## config.mk

```make
export PLATFORM = sky130hd
export DESIGN_NAME = page_frame_map_fifo_lru
export DESIGN_NICKNAME = d
export VERILOG_FILES = /design/src/sv/pfm_pkg.sv /design/src/sv/pfm_ctrl.sv /design/src/sv/pfm_datapath.sv /design/src/sv/page_frame_map_fifo_lru.sv
export SDC_FILE = /design/constraint.sdc
export NUM_CORES = 2
export LEC_CHECK = 0
export BUFFER_PORTS_ARGS = -buffer_cell sky130_fd_sc_hd__buf_2
export CORE_ASPECT_RATIO = 0.9
export CORE_UTILIZATION = 50
export DETAILED_ROUTE_END_ITERATION = 6
export GPL_ROUTABILITY_DRIVEN = 1
export PLACE_DENSITY = 0.78
export SLEW_MARGIN = 20
export SYNTH_ARGS = -nofsm -noshare
export SYNTH_HDL_FRONTEND = slang
export SYNTH_SLANG_ARGS = --single-unit
```

## constraint.sdc

```tcl
create_clock -name clk -period 14.8 [get_ports clk]
set_input_delay 1.48 -clock clk [delete_from_list [all_inputs] [get_ports clk]]
set_output_delay 1.48 -clock clk [all_outputs]
set_load 0.02 [all_outputs]
```

## src/sv/pfm_pkg.sv

```systemverilog
`timescale 1ns / 1ps
`default_nettype none

package pfm_pkg;

  localparam int FRAMES     = 16;
  localparam int ADDR_BITS  = 64;
  localparam int ADDR_W     = 64;
  localparam int PAGE_W     = 63;
  localparam int PHYS_W     = 36;
  localparam int FIDX_W     = 4;
  localparam int OFF_W      = 6;
  localparam int MAX_OFFSET = 32;
  localparam int FRAME_W    = $clog2(FRAMES);
  localparam int RANK_W     = FRAME_W;
  localparam int CFG_IDX_W  = 2;
  localparam int CFG_DATA_W = 6;

  localparam logic [ADDR_W-1:0] ADDR_MASK = {ADDR_W{1'b1}} >> (ADDR_W - ADDR_BITS);
  localparam logic [OFF_W-1:0]  OFF_RESET = OFF_W'(12);
  localparam logic [OFF_W-1:0]  OFF_MAX   = OFF_W'(MAX_OFFSET);
  localparam logic [RANK_W-1:0] RANK_TOP  = RANK_W'(FRAMES - 1);
  localparam logic [FRAME_W-1:0] FRAME_LAST = FRAME_W'(FRAMES - 1);

  localparam logic [CFG_IDX_W-1:0] REG_POLICY      = CFG_IDX_W'(0);
  localparam logic [CFG_IDX_W-1:0] REG_OFFSET_BITS = CFG_IDX_W'(1);

  localparam logic POLICY_FIFO = 1'b0;
  localparam logic POLICY_LRU  = 1'b1;

  typedef enum logic [1:0] {
    ST_IDLE,
    ST_SEARCH,
    ST_COMMIT
  } pfm_state_t;

  typedef struct packed {
    logic capture;
    logic search;
    logic commit;
  } pfm_cmd_t;

endpackage

`default_nettype wire

```

## src/sv/pfm_ctrl.sv

```systemverilog
`timescale 1ns / 1ps
`default_nettype none

module pfm_ctrl (
  input  wire logic            clk,
  input  wire logic            rst,
  input  wire logic            start,
  output logic                 busy,
  output pfm_pkg::pfm_cmd_t    cmd
);
  import pfm_pkg::*;

  pfm_state_t state;
  pfm_state_t state_next;
  logic       accept;

  always_ff @(posedge clk) begin
    if (rst) begin
      state <= ST_IDLE;
    end else begin
      state <= state_next;
    end
  end

  always_comb begin
    busy        = (state == ST_SEARCH);
    accept      = start && !busy;
    cmd.capture = accept;
    cmd.search  = (state == ST_SEARCH);
    cmd.commit  = (state == ST_COMMIT);
    state_next  = state;
    case (state)
      ST_IDLE: begin
        if (accept) state_next = ST_SEARCH;
      end
      ST_SEARCH: begin
        state_next = ST_COMMIT;
      end
      ST_COMMIT: begin
        // overlap the table write with the next word's capture
        state_next = accept ? ST_SEARCH : ST_IDLE;
      end
      default: begin
        state_next = ST_IDLE;
      end
    endcase
  end

endmodule

`default_nettype wire

```

## src/sv/pfm_datapath.sv

```systemverilog
`timescale 1ns / 1ps
`default_nettype none

module pfm_datapath (
  input  wire logic                          clk,
  input  wire logic                          rst,
  input  wire pfm_pkg::pfm_cmd_t             cmd,
  input  wire logic                          cfg_we,
  input  wire logic [pfm_pkg::CFG_IDX_W-1:0]  cfg_index,
  input  wire logic [pfm_pkg::CFG_DATA_W-1:0] cfg_data,
  input  wire logic [pfm_pkg::ADDR_W-1:0]     virt_address,
  output logic [pfm_pkg::PHYS_W-1:0]          phys_address,
  output logic                               hit,
  output logic [pfm_pkg::FIDX_W-1:0]          frame_index,
  output logic                               done
);
  import pfm_pkg::*;

  localparam int OFFW1 = MAX_OFFSET + 1;

  // configuration
  logic             policy;
  logic [OFF_W-1:0] offset_bits;
  logic [OFF_W-1:0] off_sat;

  // table state
  logic [PAGE_W-1:0]  frame_page [FRAMES];
  logic [FRAMES-1:0]  frame_valid;
  logic [RANK_W-1:0]  lru_rank [FRAMES];
  logic [FRAME_W-1:0] fifo_pointer;

  // captured word
  logic [PAGE_W-1:0]     page_q;
  logic [MAX_OFFSET-1:0] offset_q;

  // search results
  logic               hit_q;
  logic [FRAME_W-1:0] sel_q;
  logic [RANK_W-1:0]  sel_rank_q;

  logic [ADDR_W-1:0]     addr_m;
  logic [ADDR_W-1:0]     addr_shift;
  logic [OFFW1-1:0]      off_one;
  logic [MAX_OFFSET-1:0] off_mask;

  logic               match_found;
  logic [FRAME_W-1:0] match_frame;
  logic               empty_found;
  logic [FRAME_W-1:0] empty_frame;
  logic [FRAME_W-1:0] lru_frame;
  logic [FRAME_W-1:0] victim;
  logic [FRAME_W-1:0] sel_next;
  logic [ADDR_W-1:0]  phys_wide;

  assign off_sat    = (offset_bits > OFF_MAX) ? OFF_MAX : offset_bits;
  assign addr_m     = virt_address & ADDR_MASK;
  assign addr_shift = addr_m >> off_sat;
  assign off_one    = OFFW1'(1) << off_sat;
  assign off_mask   = MAX_OFFSET'(off_one - OFFW1'(1));
  assign phys_wide  = (ADDR_W'(sel_q) << off_sat) | ADDR_W'(offset_q);

  // associative compare, first free frame, least recent frame
  always_comb begin
    match_found = 1'b0;
    match_frame = '0;
    empty_found = 1'b0;
    empty_frame = '0;
    lru_frame   = '0;
    for (int i = 0; i < FRAMES; i++) begin
      if (!match_found && frame_valid[i] && (frame_page[i] == page_q)) begin
        match_found = 1'b1;
        match_frame = FRAME_W'(i);
      end
      if (!empty_found && !frame_valid[i]) begin
        empty_found = 1'b1;
        empty_frame = FRAME_W'(i);
      end
      if (lru_rank[i] == '0) begin
        lru_frame = FRAME_W'(i);
      end
    end
    if (policy == POLICY_LRU) begin
      victim = empty_found ? empty_frame : lru_frame;
    end else begin
      victim = fifo_pointer;
    end
    sel_next = match_found ? match_frame : victim;
  end

  always_ff @(posedge clk) begin
    if (rst) begin
      policy       <= POLICY_FIFO;
      offset_bits  <= OFF_RESET;
      frame_valid  <= '0;
      fifo_pointer <= '0;
      done         <= 1'b0;
      for (int i = 0; i < FRAMES; i++) begin
        lru_rank[i] <= RANK_W'(i);
      end
    end else begin
      done <= cmd.commit;
      if (cfg_we) begin
        case (cfg_index)
          REG_POLICY:      policy      <= cfg_data[0];
          REG_OFFSET_BITS: offset_bits <= cfg_data;
          default: ;
        endcase
      end
      if (cmd.commit) begin
        if (!hit_q) begin
          frame_valid[sel_q] <= 1'b1;
          if (policy == POLICY_FIFO) begin
            fifo_pointer <= (sel_q == FRAME_LAST) ? '0 : sel_q + FRAME_W'(1);
          end
        end
        // touch: move the selected frame to most recent
        for (int i = 0; i < FRAMES; i++) begin
          if (FRAME_W'(i) == sel_q) begin
            lru_rank[i] <= RANK_TOP;
          end else if (lru_rank[i] > sel_rank_q) begin
            lru_rank[i] <= lru_rank[i] - RANK_W'(1);
          end
        end
      end
    end
  end

  always_ff @(posedge clk) begin
    if (cmd.capture) begin
      page_q   <= addr_shift[PAGE_W-1:0];
      offset_q <= addr_m[MAX_OFFSET-1:0] & off_mask;
    end
    if (cmd.search) begin
      hit_q      <= match_found;
      sel_q      <= sel_next;
      sel_rank_q <= lru_rank[sel_next];
    end
    if (cmd.commit) begin
      if (!hit_q) begin
        frame_page[sel_q] <= page_q;
      end
      phys_address <= phys_wide[PHYS_W-1:0];
      hit          <= hit_q;
      frame_index  <= FIDX_W'(sel_q);
    end
  end

endmodule

`default_nettype wire

```

## src/sv/page_frame_map_fifo_lru.sv

```systemverilog
// channel   handshake               payload
// input     start, busy             virt_address
// result    done (one-cycle strobe) phys_address, hit, frame_index
// config    cfg_valid, cfg_ready    cfg_index, cfg_data
//
// A word passes through the search state, for the associative compare over
// all frames, and then the commit state, for the table, recency and pointer
// update, which overlaps the capture of the next word. The result strobe is
// registered from the commit state. cfg_ready is always high.
// Reset clears valid bits, the FIFO pointer and the ranks (rank equals
// frame index); page tags are not reset. The receiver cannot stall.
`timescale 1ns / 1ps
`default_nettype none

module page_frame_map_fifo_lru (
  input  wire logic                          clk,
  input  wire logic                          rst,
  input  wire logic                          start,
  output logic                               busy,
  input  wire logic [pfm_pkg::ADDR_W-1:0]     virt_address,
  output logic                               done,
  output logic [pfm_pkg::PHYS_W-1:0]          phys_address,
  output logic                               hit,
  output logic [pfm_pkg::FIDX_W-1:0]          frame_index,
  input  wire logic                          cfg_valid,
  output logic                               cfg_ready,
  input  wire logic [pfm_pkg::CFG_IDX_W-1:0]  cfg_index,
  input  wire logic [pfm_pkg::CFG_DATA_W-1:0] cfg_data
);
  import pfm_pkg::*;

  pfm_cmd_t cmd;

  assign cfg_ready = 1'b1;

  pfm_ctrl u_ctrl (
    .clk   (clk),
    .rst   (rst),
    .start (start),
    .busy  (busy),
    .cmd   (cmd)
  );

  pfm_datapath u_datapath (
    .clk          (clk),
    .rst          (rst),
    .cmd          (cmd),
    .cfg_we       (cfg_valid && cfg_ready),
    .cfg_index    (cfg_index),
    .cfg_data     (cfg_data),
    .virt_address (virt_address),
    .phys_address (phys_address),
    .hit          (hit),
    .frame_index  (frame_index),
    .done         (done)
  );

endmodule

`default_nettype wire

```

==> metrics.txt <==
PnR Total Power 8.332 mW; CP bufs+invs 1; CP max-delay cell edfxtp_1; VDD IR max between 0.1 and 0.15 mV; Final Max Tran Viols 0; sequential fraction of the synthesis area between 60 and 70%; Slew headroom 19.39%; hold crit path type reg2reg; non-filler cells, final approximately 6,300; top cell type by total area after synthesis edfxtp_1; R2R Path End u_datapath.sel_rank_q[0]; global-route wire length before repair about 260,000 um; Max Root-Sink Buffers 3; vias in the first global route around 39,000; Die Span Y around 330 um; via/cell ratio ~6.4; IO buf count around 120; measured slew at the worst slew-check pin roughly 1.2 ns; Iteration-0 DRC Markers about 6,200; Hold Crit Start u_datapath.page_q[20]; clock sink count between 1,000 and 1,500; number of synthesized register bits about 1,200; Synth Net Count about 4,600; total clock buffers created by CTS 130; power per cell area ~130 nW/um2; post-cts gate resize count 0; clk_lat worst skew between 0.7 and 0.8 ns; final worst slack about 9.3 ns; layout cell share with drive strength beyond 1 a little over a tenth; Post-DP HPWL 117,200 um; pin count of the biggest net entering global routing between 80 and 90; initial core utilization approximately half; endpoints failing setup 0; cells along the critical path buf_4 -> nand2b_1 -> o2111ai_1 -> nor4_1 -> nand4_1 -> nor4_1 -> nor3_1 -> a311oi_4 -> a21o_4 -> a2111oi_0 -> or4_1 -> a211oi_1; CP delay by family, top simple AND/OR/NAND/NOR gates; Synth Flop Type edfxtp_1; ANT nets after route 0; Crit path arrival time 6.04 ns; clk slew on worst S/H paths roughly 0.060 ns; root buffer cell clkbuf_16; DR pass1 iterations 7; Static Leak 22.24 nW; worst r2r src u_datapath.page_q[2]; postcts setup bufs 0; # DRC 0; cells on worst reg2reg path 12; Hold Path End u_datapath.frame_page[13][20]; Yosys warning total 0; cts hold-fix bufs 0; Placed Instances approximately 6,000; Post-Syn Area per Cell roughly 13 um2; Place WS 9.624 ns; GP Congestion just under 1; Total GRT Usage 30.20%; WL/cell roughly 30 um; hold violation count in the final report 0; initial antenna violation count 3; TritonCTS clock tree built; Post-synth EDFFs between 1,000 and 1,500; # fillers roughly 9,200; CP dominant cell by count nor4_1; Post-Route WL roughly 190,000 um; Async SR Flop Fraction 0%; startpoint types flip-flop; Via Count just over 40,000; Max-cap violations 0; most common cell in the synthesized netlist edfxtp_1; Core Region 117,800 um2; kind of critical path reg2reg; Crit path required time ~15 ns; part of the cycle the worst path needs ~37%; dominant cells by area after synthesis edfxtp_1, xnor2_1, mux2i_1, xor2_1, nand2b_1; synthesized instance count ~4,500; slowest stage delay, CP 0.83 ns; Clock Skew around 0.032 ns; Final Util a little under three fifths; R2R Setup Slk 9.34 ns; Top Ports 120; top post-synthesis cells by count edfxtp_1, xnor2_1, nand2b_1; fin nets approximately 4,800; H-tree levels 4; gr ovfl total 0; Rows roughly 120; Area Growth Syn to Fin 11.22%; DIE WIDTH about 370 um; total negative setup slack 0 ns; top achievable clock speed 0.1832 GHz; critical-path maximum fanout 33; Yosys top cell area share 61.19%; RSZ-0062 raised after global routing no; Die ar. between 100,000 and 150,000 um2; Mapped Area roughly 60,000 um2; WHS Path Cells 0; Unique masters post-synth 89; outcome complete, no violations; fin crit period ~5.5 ns; Worst setup EP type flip-flop
==> stage by stage <==
stage | hold WS, ns | instance area (um2)
6_report | 0.4549 | 66420
5_1_grt | 0.4703 | 66420
4_1_cts | 0.4564 | 66420
3_5_place_dp | 0.4422 | 62210
3_3_place_gp | 0.4311 | 62210
2_1_floorplan | 0.4226 | 59720
==> logic make-up after synthesis <==
logic type	synth area share, %
compound gates	7.379
xor+xnor	10.79
fa+ha+maj	1.823
buf+inv	3.025
flops	62.20
mux	3.671
other cells	0.006279
simple gates	11.10
==> worst max path at each step <==
stage                                   end  cells past startpoint                 start
4_1_cts            u_datapath.sel_rank_q[1]                     12  u_datapath.page_q[2]
6_report           u_datapath.sel_rank_q[0]                     12  u_datapath.page_q[2]
2_1_floorplan  u_datapath.frame_page[14][0]                      6       u_ctrl.state[1]
3_3_place_gp       u_datapath.sel_rank_q[0]                     12  u_datapath.page_q[2]
3_5_place_dp       u_datapath.sel_rank_q[1]                     12  u_datapath.page_q[2]
5_1_grt            u_datapath.sel_rank_q[1]                     12  u_datapath.page_q[2]
==> cell usage in the layout (no fill, tap or decap), types with 118 or more instances in the layout <==
cell / count
buf_2: 118
buf_4: 128
clkbuf_16: 136
edfxtp_1: 1217
inv_1: 142
mux2i_1: 219
nand2_1: 189
nand2b_1: 275
nand4_1: 160
nor2_1: 169
nor4_1: 127
xnor2_1: 499
xor2_1: 237
==> routing by layer <==
layer,track usage (%),part of all wire (%)
met1,41.69,39
met4,13.34,4.8
met2,45.58,44
met5,0,0.0092
met3,7.315,13
==> area by class of cell <==
type	count	area, um2	share of cell area, %
clock inverter	62	623.1	0.9381
sequential	1247	37150	55.93
clock buffer	172	3578	5.388
multi-input combinational	2844	20940	31.53
inverter	160	603.1	0.9080
tap	1573	1968	2.963
antenna	1	2.502	0.003768
timing repair buffer	246	1551	2.336
==> power by group <==
| group | internal (mW) | switching, mW |
|---|---|---|
| combinational | 0.307 | 0.764 |
| clock | 1.87 | 1.39 |
| sequential | 3.97 | 0.0266 |
| total | 6.15 | 2.18 |
==> sequential cells by signal, indices dropped and copies added, names as in the netlist, 6 cells and up <==
name and count:
u_datapath.page_q 63, u_datapath.offset_q 32, u_datapath.phys_address 36, u_datapath.frame_valid 16
u_datapath.offset_bits 6, u_datapath.frame_page 1008, u_datapath.lru_rank 64
Power figures use the tool's default switching activity.
